$ cat config.mk
export PLATFORM = sky130hd
export DESIGN_NAME = dda_line_rasterizer
export DESIGN_NICKNAME = d
export VERILOG_FILES = /design/src/hdl/dda_pkg.sv /design/src/hdl/dda_divider.sv /design/src/hdl/dda_line_rasterizer.sv
export SDC_FILE = /design/constraint.sdc
export NUM_CORES = 1
export LEC_CHECK = 0
export ABC_AREA = 1
export BUFFER_PORTS_ARGS = -buffer_cell sky130_fd_sc_hd__clkbuf_2
export CAP_MARGIN = 5
export CORE_ASPECT_RATIO = 1.5
export CORE_MARGIN = 10
export CORE_UTILIZATION = 25
export DETAILED_ROUTE_END_ITERATION = 7
export MAX_ROUTING_LAYER = met4
export PLACE_DENSITY = 0.44
export SYNTH_ARGS = -nofsm -noshare
export SYNTH_HDL_FRONTEND = slang
export SYNTH_SLANG_ARGS = --single-unit
$ cat constraint.sdc
create_clock -name clk_i -period 3 [get_ports clk_i]
set_clock_uncertainty 0.05 [all_clocks]
set_input_delay 0.3 -clock clk_i [delete_from_list [all_inputs] [get_ports clk_i]]
set_output_delay 0.3 -clock clk_i [all_outputs]
set_load 0.05 [all_outputs]
$ cat src/hdl/dda_pkg.sv
// ----------------------------------------------------------------------------
// dda_pkg
// shared widths and default parameter values for the dda line rasterizer
// ----------------------------------------------------------------------------
package dda_pkg;

  localparam int COORD_W = 6;
  localparam int COLOR_W = 8;

  localparam int CANVAS_SIZE_DEF = 64;
  localparam int FRAC_BITS_DEF   = 16;

endpackage

$ cat src/hdl/dda_divider.sv
// ----------------------------------------------------------------------------
// dda_divider
// restoring divider, one quotient bit per cycle, for the slope computation
// ----------------------------------------------------------------------------
module dda_divider
  import dda_pkg::*;
#(
  parameter int FRAC_BITS = FRAC_BITS_DEF
) (
  input  logic                         clk_i,
  input  logic                         rst_ni,
  input  logic                         start_i,
  input  logic [COORD_W+FRAC_BITS-1:0] dividend_i,
  input  logic [COORD_W-1:0]           divisor_i,
  output logic                         done_o,
  output logic [FRAC_BITS:0]           quotient_o
);

  localparam int DvdW = COORD_W + FRAC_BITS;
  localparam int CntW = $clog2(DvdW + 1);

  logic [CntW-1:0]    cnt_q;
  logic               busy_q;
  logic               done_q;
  logic [DvdW-1:0]    work_q;
  logic [COORD_W-1:0] rem_q;
  logic [COORD_W-1:0] divisor_q;

  logic [COORD_W:0]   rem_sh;
  logic               ge;
  logic [COORD_W:0]   diff;

  assign rem_sh = {rem_q, work_q[DvdW-1]};
  assign ge     = rem_sh >= {1'b0, divisor_q};
  assign diff   = rem_sh - {1'b0, divisor_q};

  always_ff @(posedge clk_i or negedge rst_ni) begin
    if (!rst_ni) begin
      busy_q <= 1'b0;
      done_q <= 1'b0;
      cnt_q  <= '0;
    end else begin
      done_q <= 1'b0;
      if (start_i) begin
        busy_q <= 1'b1;
        cnt_q  <= CntW'(DvdW);
      end else if (busy_q) begin
        cnt_q <= cnt_q - 1'b1;
        if (cnt_q == CntW'(1)) begin
          busy_q <= 1'b0;
          done_q <= 1'b1;
        end
      end
    end
  end

  always_ff @(posedge clk_i) begin
    if (start_i) begin
      work_q    <= dividend_i;
      rem_q     <= '0;
      divisor_q <= divisor_i;
    end else if (busy_q) begin
      work_q <= {work_q[DvdW-2:0], ge};
      rem_q  <= ge ? diff[COORD_W-1:0] : rem_sh[COORD_W-1:0];
    end
  end

  assign done_o     = done_q;
  assign quotient_o = work_q[FRAC_BITS:0];

endmodule

$ cat src/hdl/dda_line_rasterizer.sv
// ----------------------------------------------------------------------------
// dda_line_rasterizer
// steps a fixed-point minor coordinate along the major axis of a segment
// ----------------------------------------------------------------------------
// usage:
//   the input channel takes one segment beat (two endpoints and a color)
//   while in_stall_o is low; it stays high until the segment's last pixel
//   has been taken, so one segment is in work at a time.
//   the output channel gives one beat per pixel, major coordinate rising,
//   with last_pixel_o set on the final pixel of the segment.
//   timing: the segment is taken in idle, then the restoring divider
//   computes the slope (skipped for a zero-length segment), a load state
//   registers the first pixel, then one pixel per cycle follows while
//   out_stall_i is low. the divider's one bit per cycle sets the setup
//   time, the accumulator step sets the pixel rate.
//   a stalled output beat holds its payload and the stepper waits.
//   reset returns the block to idle with no output beat pending.
// ----------------------------------------------------------------------------
module dda_line_rasterizer
  import dda_pkg::*;
#(
  parameter int CANVAS_SIZE = CANVAS_SIZE_DEF,
  parameter int FRAC_BITS   = FRAC_BITS_DEF
) (
  input  logic               clk_i,
  input  logic               rst_ni,
  input  logic               in_valid_i,
  output logic               in_stall_o,
  input  logic [COORD_W-1:0] x_start_i,
  input  logic [COORD_W-1:0] y_start_i,
  input  logic [COORD_W-1:0] x_end_i,
  input  logic [COORD_W-1:0] y_end_i,
  input  logic [COLOR_W-1:0] red_in_i,
  input  logic [COLOR_W-1:0] green_in_i,
  input  logic [COLOR_W-1:0] blue_in_i,
  output logic               out_valid_o,
  input  logic               out_stall_i,
  output logic [COORD_W-1:0] pixel_x_o,
  output logic [COORD_W-1:0] pixel_y_o,
  output logic [COLOR_W-1:0] red_out_o,
  output logic [COLOR_W-1:0] green_out_o,
  output logic [COLOR_W-1:0] blue_out_o,
  output logic               last_pixel_o
);

  localparam int SlpW     = FRAC_BITS + 2;
  localparam int AccW     = FRAC_BITS + COORD_W + 1;
  localparam int CoordMax = CANVAS_SIZE - 1;

  typedef enum logic [1:0] {
    ST_IDLE,
    ST_DIV,
    ST_LOAD,
    ST_EMIT
  } state_e;

  function automatic logic [COORD_W-1:0] clamp_coord(input logic [COORD_W-1:0] v);
    if (int'(v) > CoordMax) begin
      return COORD_W'(CoordMax);
    end
    return v;
  endfunction

  state_e state_q;

  logic                     x_major_q;
  logic                     neg_q;
  logic [COORD_W-1:0]       maj_q;
  logic [COORD_W-1:0]       remain_q;
  logic signed [AccW-1:0]   acc_q;
  logic signed [SlpW-1:0]   slope_q;
  logic [COLOR_W-1:0]       red_q;
  logic [COLOR_W-1:0]       green_q;
  logic [COLOR_W-1:0]       blue_q;

  logic                     out_valid_q;
  logic [COORD_W-1:0]       pixel_x_q;
  logic [COORD_W-1:0]       pixel_y_q;
  logic                     last_q;

  // segment setup
  logic               accept;
  logic [COORD_W:0]   dx;
  logic [COORD_W:0]   dy;
  logic [COORD_W-1:0] adx;
  logic [COORD_W-1:0] ady;
  logic               x_major;
  logic [COORD_W-1:0] maj0_r;
  logic [COORD_W-1:0] maj1_r;
  logic [COORD_W-1:0] min0_r;
  logic [COORD_W-1:0] min1_r;
  logic               swap;
  logic [COORD_W-1:0] maj0;
  logic [COORD_W-1:0] maj1;
  logic [COORD_W-1:0] min0;
  logic [COORD_W-1:0] min1;
  logic [COORD_W-1:0] span;
  logic [COORD_W:0]   dmin;
  logic [COORD_W:0]   dmin_neg;
  logic [COORD_W-1:0] mag;

  // divider
  logic               div_start;
  logic               div_done;
  logic [FRAC_BITS:0] quotient;

  // pixel stepping
  logic               push;
  logic [COORD_W-1:0] minor;
  logic [COORD_W-1:0] maj_c;
  logic [COORD_W-1:0] min_c;

  assign accept = in_valid_i && (state_q == ST_IDLE);

  always_comb begin
    dx       = {1'b0, x_end_i} - {1'b0, x_start_i};
    dy       = {1'b0, y_end_i} - {1'b0, y_start_i};
    adx      = dx[COORD_W] ? COORD_W'(-dx) : dx[COORD_W-1:0];
    ady      = dy[COORD_W] ? COORD_W'(-dy) : dy[COORD_W-1:0];
    x_major  = adx > ady;
    maj0_r   = x_major ? x_start_i : y_start_i;
    maj1_r   = x_major ? x_end_i   : y_end_i;
    min0_r   = x_major ? y_start_i : x_start_i;
    min1_r   = x_major ? y_end_i   : x_end_i;
    swap     = maj0_r > maj1_r;
    maj0     = swap ? maj1_r : maj0_r;
    maj1     = swap ? maj0_r : maj1_r;
    min0     = swap ? min1_r : min0_r;
    min1     = swap ? min0_r : min1_r;
    span     = maj1 - maj0;
    dmin     = {1'b0, min1} - {1'b0, min0};
    dmin_neg = -dmin;
    mag      = dmin[COORD_W] ? dmin_neg[COORD_W-1:0] : dmin[COORD_W-1:0];
  end

  assign div_start = accept && (span != '0);

  dda_divider #(
    .FRAC_BITS (FRAC_BITS)
  ) u_div (
    .clk_i      (clk_i),
    .rst_ni     (rst_ni),
    .start_i    (div_start),
    .dividend_i ({mag, {FRAC_BITS{1'b0}}}),
    .divisor_i  (span),
    .done_o     (div_done),
    .quotient_o (quotient)
  );

  assign push = (state_q == ST_LOAD) ||
                ((state_q == ST_EMIT) && !out_stall_i && !last_q);

  always_comb begin
    minor = acc_q[AccW-1] ? '0 : acc_q[FRAC_BITS+COORD_W-1:FRAC_BITS];
    maj_c = clamp_coord(maj_q);
    min_c = clamp_coord(minor);
  end

  always_ff @(posedge clk_i or negedge rst_ni) begin
    if (!rst_ni) begin
      state_q     <= ST_IDLE;
      out_valid_q <= 1'b0;
    end else begin
      case (state_q)
        ST_IDLE: begin
          if (accept) begin
            state_q <= (span != '0) ? ST_DIV : ST_LOAD;
          end
        end
        ST_DIV: begin
          if (div_done) begin
            state_q <= ST_LOAD;
          end
        end
        ST_LOAD: begin
          state_q     <= ST_EMIT;
          out_valid_q <= 1'b1;
        end
        ST_EMIT: begin
          if (!out_stall_i && last_q) begin
            state_q     <= ST_IDLE;
            out_valid_q <= 1'b0;
          end
        end
        default: begin
          state_q     <= ST_IDLE;
          out_valid_q <= 1'b0;
        end
      endcase
    end
  end

  always_ff @(posedge clk_i) begin
    if (accept) begin
      x_major_q <= x_major;
      neg_q     <= dmin[COORD_W];
      maj_q     <= maj0;
      remain_q  <= span;
      acc_q     <= {1'b0, min0, {FRAC_BITS{1'b0}}};
      slope_q   <= '0;
      red_q     <= red_in_i;
      green_q   <= green_in_i;
      blue_q    <= blue_in_i;
    end
    if ((state_q == ST_DIV) && div_done) begin
      slope_q <= neg_q ? -{1'b0, quotient} : {1'b0, quotient};
    end
    if (push) begin
      pixel_x_q <= x_major_q ? maj_c : min_c;
      pixel_y_q <= x_major_q ? min_c : maj_c;
      last_q    <= (remain_q == '0);
      remain_q  <= remain_q - 1'b1;
      maj_q     <= maj_q + 1'b1;
      acc_q     <= acc_q + AccW'(slope_q);
    end
  end

  assign in_stall_o   = (state_q != ST_IDLE);
  assign out_valid_o  = out_valid_q;
  assign pixel_x_o    = pixel_x_q;
  assign pixel_y_o    = pixel_y_q;
  assign red_out_o    = red_q;
  assign green_out_o  = green_q;
  assign blue_out_o   = blue_q;
  assign last_pixel_o = last_q;

endmodule
Yosys cells after proc, flatten, opt, wreduce, memory -nomap -nowiden:

Index checks and enable logic that the tools add are counted.

* order comparisons: 3
* equal/unequal tests: 7
* mux-type cells: 41
* reductions and logical operators: 19
* $add $sub $neg: 13

Operators with widths (number)
* 6-bit 2-to-1 mux: 19
* 18-bit 2-to-1 mux: 3
* 23-bit 2-to-1 mux: 2
* 22-bit 2-to-1 mux: 2
* 23-bit by 18-bit adder with 23-bit output: 1
* 6-bit by 6-bit subtractor with 7-bit output: 3
* 17-bit negation with 18-bit output: 1
* 6-bit negation: 3
* 6-bit greater-than comparator: 2
* 6-bit subtractor: 2
* 5-bit 2-to-1 mux: 2
* 2-bit nonzero test: 5
* 2-bit 2-to-1 mux: 4
* 2-bit one-hot mux with 4 select lines: 1
* 7-bit by 6-bit >= comparator with 1-bit output: 1
* 1-bit 2-to-1 mux: 7
* 6-bit by 1-bit adder with 6-bit output (second input constant): 1
* 1-bit logical AND: 6
* 6-bit logical NOT: 1
* 6-bit nonzero test: 1
* 6-bit by 1-bit subtractor with 6-bit output (second input constant): 1
* 5-bit by 1-bit equality test with 1-bit output (second input constant): 1
* 5-bit by 1-bit subtractor with 5-bit output (second input constant): 1
* 2-bit equality test (second input constant): 2
* 9 further kinds: 11

* logic and storage cells: 104
* bits in registers: 136
* output and inout port bits: 39
* input bits: 52

Depth between registers and ports, before layout:

Gate-level depths: netlist of run 1.

* depth in word-level cells: 12
* gate-level depth with buffers: 47
* mapped depth without buffers: 44

Hierarchy:

A second synthesis of run 1 with hierarchy kept.

* cells, all modules: 1090
* area total of the unflattened synthesis: 9283.9 um^2

Modules (own cells, without submodules)
* dda_line_rasterizer: area an instance 7033.0 um^2, sequential area each 2837.7 um^2, cells each 841, times used 1
* dda_divider: area an instance 2250.9 um^2, sequential area each 1136.1 um^2, cells each 249, times used 1

Worst setup path after synthesis of run 1:

OpenSTA, ideal clock, no wires.

* path type: input-to-reg
* start point: input port x_end_i[0]
* end point: register u_div.work_q[19], data pin
* stages: 43
* buffers on the path: 5
* data arrival time: 6363 ps
* path slack: -3669 ps
* data required time: 2693 ps
* library setup time: 257 ps
* cell sequence: inv_1 ha_1 fa_1 inv_1 a21oi_1 o21bai_1 xor2_1 nand3b_1 nand2_1 xor2_1 inv_1 ha_1 nand2_1 nor2_2 nand3_2 nand2_4 buf_2 clkbuf_1 [... 7 more ...] nand2_4 buf_4 clkbuf_1 clkbuf_1 nand2_1 o21ai_0 ha_1 inv_1 fa_1 a21oi_1 o21bai_1 nand2_1 nand2_1 a21oi_1 nand2_1 xor2_1 nand3_1 nand2_1

* elaborated cells between the ends (all ways): 20
* classes of those cells: add/sub (5); order compare (2); mux (11); reduce/logical (2)

RTL lines
* start: declaration: RTL line dda_line_rasterizer.sv:31 `input logic [COORD_W-1:0] x_end_i,`
* 6-bit by 6-bit subtractor with 7-bit output: RTL line dda_line_rasterizer.sv:116 `dx = {1'b0, x_end_i} - {1'b0, x_start_i};`
* 6-bit negation: RTL line dda_line_rasterizer.sv:118 `adx = dx[COORD_W] ? COORD_W'(-dx) : dx[COORD_W-1:0];`
* 6-bit 2-to-1 mux: RTL line dda_line_rasterizer.sv:118
* 6-bit greater-than comparator: RTL line dda_line_rasterizer.sv:120 `x_major = adx > ady;`
* 6-bit 2-to-1 mux (on tied branches): RTL line dda_line_rasterizer.sv:121, dda_line_rasterizer.sv:122
* 6-bit greater-than comparator: RTL line dda_line_rasterizer.sv:125 `swap = maj0_r > maj1_r;`
* 6-bit 2-to-1 mux (on tied branches): RTL line dda_line_rasterizer.sv:129, dda_line_rasterizer.sv:128
* 6-bit by 6-bit subtractor with 7-bit output (*): RTL line dda_line_rasterizer.sv:131 `dmin = {1'b0, min1} - {1'b0, min0};`
* named net dmin[6]: RTL line dda_line_rasterizer.sv:98 `logic [COORD_W:0] dmin;`
* 6-bit 2-to-1 mux (*): RTL line dda_line_rasterizer.sv:133 `mag = dmin[COORD_W] ? dmin_neg[COORD_W-1:0] : dmin[COORD_W-1:0];`
* 22-bit 2-to-1 mux (*): RTL line dda_divider.sv:58 `if (start_i) begin`
* end signal: assignment: RTL line dda_divider.sv:59 `work_q <= dividend_i;`
* end signal: assignment: RTL line dda_divider.sv:63 `work_q <= {work_q[DvdW-2:0], ge};`
* end: declaration: RTL line dda_divider.sv:25 `logic [DvdW-1:0] work_q;`

Mark *: on every way through the listed nets, which the timed path passes. The rest lies on a longest branch.
A chain may end at the register's enable or synchronous reset.

Final worst setup path of run 1:

* start point: input port y_start_i[0]
* end point: register u_div.work_q[18], data pin

* elaborated cells between the ends (all ways): 20
* classes of those cells: add/sub (5); order compare (2); mux (11); reduce/logical (2)

RTL lines
* start: declaration: RTL line dda_line_rasterizer.sv:30 `input logic [COORD_W-1:0] y_start_i,`
* 6-bit by 6-bit subtractor with 7-bit output: RTL line dda_line_rasterizer.sv:117 `dy = {1'b0, y_end_i} - {1'b0, y_start_i};`
* 6-bit negation: RTL line dda_line_rasterizer.sv:119 `ady = dy[COORD_W] ? COORD_W'(-dy) : dy[COORD_W-1:0];`
* 6-bit 2-to-1 mux: RTL line dda_line_rasterizer.sv:119
* 6-bit greater-than comparator: RTL line dda_line_rasterizer.sv:120
* 6-bit 2-to-1 mux (on tied branches): RTL line dda_line_rasterizer.sv:121, dda_line_rasterizer.sv:122
* 6-bit greater-than comparator: RTL line dda_line_rasterizer.sv:125
* 6-bit 2-to-1 mux (on tied branches): RTL line dda_line_rasterizer.sv:129, dda_line_rasterizer.sv:128
* 6-bit by 6-bit subtractor with 7-bit output (*): RTL line dda_line_rasterizer.sv:131
* named net dmin[6]: RTL line dda_line_rasterizer.sv:98
* 6-bit 2-to-1 mux (*): RTL line dda_line_rasterizer.sv:133
* 22-bit 2-to-1 mux (*): RTL line dda_divider.sv:58

Marked as above.

==> flow_summary.ini, run 1 <==
[placed_design]
placed_area_um2 = 11300
place_congestion = 0.880
portBuffers = 90
hpwl_mm = 20.0

[grt]
grt_overflow_total = 0
grt_max_degree = 41
use_met2 = 0.233
grt_pass1_vias = 8169
top_usage_layer = met2
use_met1 = 0.111
gr-usage-met3 = 0.0185
antenna_found_initial = 0
grt_first_pass_wirelength_mm = 40.5
grt_usage = 0.118

[synth]
synth.distinct_cells = 45
syn_nets = 1204
synthTopCellsByArea = edfxtp_1, ha_1, nand2_1
synth_edf_count = 104
syn_area_per_cell_um2 = 8.35
yosysWarnings = 0
syn_inst = 1075
synth_most_common_cell = nand2_1
synth.top_cell.area_share = 0.348
ys_async_sr_fraction = 0.0735
ys.flop_type = edfxtp_1
synth-seq-area-share = 0.425
synth.top_cells.by_count = nand2_1, inv_1, o21ai_0, edfxtp_1, a21oi_1
ys_seq_elements = 136
synth_area_um2 = 8980
synth_largest_area_cell = edfxtp_1

[sta]
fin_crit_ns = 5.37
rsz0062_at_grt = true
setup_violations = 74
min_period_over_period = 1.79
setup_ws_ns = -2.37
maxSlewViolCount = 0
whs_ns = 0.143
worst_pin_slew_ns = 0.771
max_slew_margin = 0.485
hold_viol_final = 0
max_clock_freq_mhz = 186

[worst_setup_path]
max_stage_delay_ns = 0.61
start_kind = primary input
cp_max_fo = 8
worstPathArrival_ns = 5.50
cp.required_ns = 3.13
crit_path_end_kind = register
criticalPathCategory = primary input to register
worst_path_most_repeated_cell = nand2_1
critPathSlowestCell = fa_2

[cts]
htreeDepth = 4
cts_sinks = 136
insertion_delay_ns = 0.43
cts_tree = built
path_clk_slew_ns = 0.06
cts_root_buffer = clkbuf_16
cts_buffers = 17
ctsLongestPathBuffers = 2

[layout]
drive_above_1_share = 0.331
n_fill_cell = 3720
n_antenna_cell = 0
nets = 1488
stdcell_area_um2 = 13100
area_delta_synth_final_pct = 45.6

[route]
vias_per_cell = 4.37
drt-total-wl_mm = 25.4
drt_iter0_drc = 335
routedWlPerCell_um = 13.8
dr.pass1.iters = 4
drcViolationCount = 0
ant_nets = 0
vias = 8060

[floorplanning]
die_h_um = 252
rows = 84
io_pins = 91
core_um2 = 35300
initial_core_util = 0.254
dieArea_um2 = 44000
fp.dieW_um = 175

[outcome]
outcome = finished, violations left
violations = setup timing

[flow_run]
drv_cap = 0

[worst_hold_path]
min_path_type = primary input to register
## critical path, delay by kind of cell
family	cells	cell delay, ns
AOI/OAI and AO/OA	6	0.86
buffers and inverters	7	0.52
xor gates and xnor gates	2	0.31
adders and majority gates	7	1.96
and+or+nand+nor	19	1.54
## through the flow
stage | setup WS, ns | TNS [ns] | cells | utilization
after global placement | -3.18 | -187.07 | 1759 | 0.319
after floorplan | -2.91 | -140.85 | 1075 | -
after global routing | -2.76 | -167.40 | 1845 | 0.370
final | -2.37 | -142.69 | 1845 | 0.370
after detailed placement | -3.26 | -192.85 | 1759 | 0.319
after CTS | -2.47 | -146.19 | 1826 | 0.353
## cells by family after synthesis
family / after synthesis / synth area share
and+or+nand+nor: 398 / 0.201
AOI/OAI and AO/OA: 249 / 0.148
buffers and inverters: 178 / 0.0785
DFF: 136 / 0.425
adders and majority gates: 77 / 0.112
xor gates and xnor gates: 37 / 0.0361
## final cells by class
cell class                 instances  area, um2  area share
inverter                         151        589      0.0451
tap                              473        592      0.0453
timing repair buffer             292       2230       0.171
clock inverter                    14        229      0.0175
multi-input combinational        761       5180       0.397
clock buffer                      18        429      0.0328
sequential                       136       3810       0.292
## final timing paths
check                               start          endpoint  slack, ns  cells past startpoint
setup / recovery             y_start_i[0]  u_div.work_q[18]      -2.37                     41
hold / removal                out_stall_i       out_valid_o       0.14                      5
setup reg to reg               slope_q[0]         acc_q[20]      -0.19                     19
hold reg to reg            u_div.cnt_q[1]    u_div.cnt_q[1]       0.46                      2
max in group asynchronous          rst_ni    u_div.cnt_q[1]       2.43                      2
min in group asynchronous          rst_ni       out_valid_o       0.24                      2
## state kept, by name, summed over array words and instances (netlist names), 6 cells and up
signal,flops
acc_q,23
blue_out_o,8
green_out_o,8
maj_c,6
pixel_x_o,6
pixel_y_o,6
red_out_o,8
remain_q,6
slope_q,18
u_div.divisor_q,6
u_div.rem_q,6
u_div.work_q,22
## metal layers
layer  vias up  share of wire
met4         0          0.025
met5         -              0
li1       4197              -
met3        33          0.017
met1      3742           0.37
met2        88           0.59
## cell usage in the layout, fill, tap and decap left out, drive strengths merged
cell	n
ha	72
clkinv	9
o21bai	4
or2	6
clkinvlp	2
o21ai	125
a21oi	91
o211ai	5
nand2	239
a31oi	6
dlygate4sd3	25
nor2	65
a21boi	2
nand4	5
xor2	29
fa	5
a221oi	1
dfxtp	22
o221ai	1
and3	1
nor4	3
nand3b	4
nor3	28
inv	148
a22oi	7
dfrtp	10
buf	179
o31ai	2
clkbuf	106
edfxtp	104
nor3b	2
o21a	4
nand3	45
bufinv	6
xnor2	8
a311oi	1
## repair_timing
action                                 in CTS  in global routing
pin swaps                                  40                 47
resized for setup                          54                106
hold buffers                               25                  0
endpoints found under the hold margin      34                  0
setup buffers                              11                 20
setup endpoints to repair                  75                 76
Power of run 1 is left out: the tool's default activity adds up to more than one toggle a clock period on the data nets, which glitch-free logic cannot reach.
==> inputs of run 2 (changes only) <==
- CORE_UTILIZATION: 25 -> 54
- PLACE_DENSITY: 0.44 -> 0.79
==> run 2 against run 1 <==
Final cell count shrank 15%. The flow still finishes with violations (setup timing). Hold slack lost 0.13 ns. Non-clock buffer count shrank 19. First-iteration DRC count grew to 2.6 times the previous value. Register-to-register slack lost 0.05 ns.
==> flow_summary.ini, run 2 (synthesis results as in run 1) <==
[outcome]
outcome = finished, violations left
violations = setup timing

[sta]
hold_viol_final = 0
maxSlewViolCount = 0
max_slew_margin = 0.468
rsz0062_at_grt = true
setup_violations = 75
max_clock_freq_mhz = 169
worst_pin_slew_ns = 0.797
min_period_over_period = 1.97
fin_crit_ns = 5.92
whs_ns = 0.00901
setup_ws_ns = -2.92

[floorplanning]
core_um2 = 16300
dieArea_um2 = 22300
io_pins = 91
die_h_um = 178
initial_core_util = 0.552
rows = 57
fp.dieW_um = 125

[cts]
ctsLongestPathBuffers = 2
insertion_delay_ns = 0.44
cts_root_buffer = clkbuf_16
cts_sinks = 136
htreeDepth = 4
cts_buffers = 17
path_clk_slew_ns = 0.07
cts_tree = built

[route]
drt_iter0_drc = 870
ant_nets = 0
vias = 8954
drcViolationCount = 0
routedWlPerCell_um = 18.8
dr.pass1.iters = 6
drt-total-wl_mm = 29.4
vias_per_cell = 5.73

[worst_setup_path]
cp_max_fo = 6
critPathSlowestCell = fa_2
start_kind = primary input
reg2reg_to = acc_q[20]
worstPathArrival_ns = 6.17
criticalPathCategory = primary input to register
r2r_start = acc_q[0]
ff2ff_path_depth = 19
max_stage_delay_ns = 0.37
rrSetupSlack_ns = -0.24
crit_path_end_kind = register
worst_path_most_repeated_cell = nand2_2
cp.required_ns = 3.25

[placed_design]
hpwl_mm = 18.1
place_ws_ns = -3.24
place_congestion = 1.01
dp.cells = 1481
portBuffers = 90

[worst_hold_path]
min_path_type = primary input to register
holdPathEnd = blue_out_o[0]
min-delay-start = blue_in_i[0]
min_path_cells = 1

[layout]
largest_register_ffs = 23
drive_above_1_share = 0.316
instances_no_fill = 1564
regMostFlops = acc_q
area_delta_synth_final_pct = 38.2
layout_commonest_cell = nand2_1
n_fill_cell = 976
final_cell_mix = nand2_1, buf_4, inv_1
nets = 1472
reg.largest.list = acc_q x23, u_div.work_q x22, slope_q x18

[grt]
grt_first_pass_wirelength_mm = 43.7
grt_pass1_vias = 9181
grt_max_degree = 41
grt_overflow_total = 0
grt_usage = 0.250
antenna_found_initial = 1

[flow_run]
drv_cap = 0
-- run 2: cell types whose count changed in the layout (fill, tap and decap cells not counted), moves of 6 or more --
cell,change
inv_6,+6
nor2_2,+6
buf_4,-20
inv_8,+6
nor2_1,-6
a22oi_2,-7
a22oi_1,+7
-- run 2: through the flow --
step | cell area [um2] | util | TNS (ns)
global placement | 10800 | 0.664 | -184.72
CTS | 12200 | 0.750 | -150.24
global route | 12400 | 0.763 | -186.86
floorplan | 9220 | - | -140.85
detailed placement | 10800 | 0.664 | -199.19
finish | 12400 | 0.763 | -168.31
-- run 2: timing repair --
action / 4_1_cts / 5_1_grt
hold buffers: 21 / 2
pin swaps: 55 / 27
resized for setup: 105 / 41
setup buffers: 22 / 4
endpoints found under the hold margin: 30 / 2
setup endpoints to repair: 75 / 76
cloned: 3 / 0
-- run 2: critical path, delay by kind of cell --
family                     cells  cell delay, ns
and+or+nand+nor               18            1.76
xor gates and xnor gates       3            0.64
AOI/OAI and AO/OA              8            1.24
buffers and inverters          8            0.62
adders and majority gates      6            1.61
-- run 2: metal layers --
layer  vias up  GRT usage  share of wire
met1      4200      0.222           0.33
met5         -          -              0
met3       152     0.0484          0.055
li1       4176          -              -
met4         0      0.184          0.074
met2       426      0.461           0.54
-- run 2: cell type report --
class	instances	area, um2	share of cell area
inverters	151	592	0.0477
clock inverters	15	168	0.0135
well taps	206	258	0.0208
repair buffers	273	2050	0.166
diodes	2	5.00	0.000403
clock buffers	17	425	0.0343
flip-flops and latches	136	3810	0.307
multi-input cells	763	5080	0.410
repair inverters	1	8.76	0.000706
-- run 2: how the worst max path moves through the flow --
stage               start               end  slack, ns  cells after the start
2_1_floorplan  x_end_i[0]  u_div.work_q[19]      -2.91                     45
3_3_place_gp   x_end_i[0]  u_div.work_q[21]      -2.98                     43
3_5_place_dp   x_end_i[0]  u_div.work_q[21]      -3.24                     43
4_1_cts        x_end_i[0]  u_div.work_q[18]      -2.46                     42
5_1_grt        x_end_i[0]  u_div.work_q[18]      -3.22                     42
6_report       x_end_i[0]  u_div.work_q[18]      -2.92                     43
Power of run 2 is left out for the same reason.
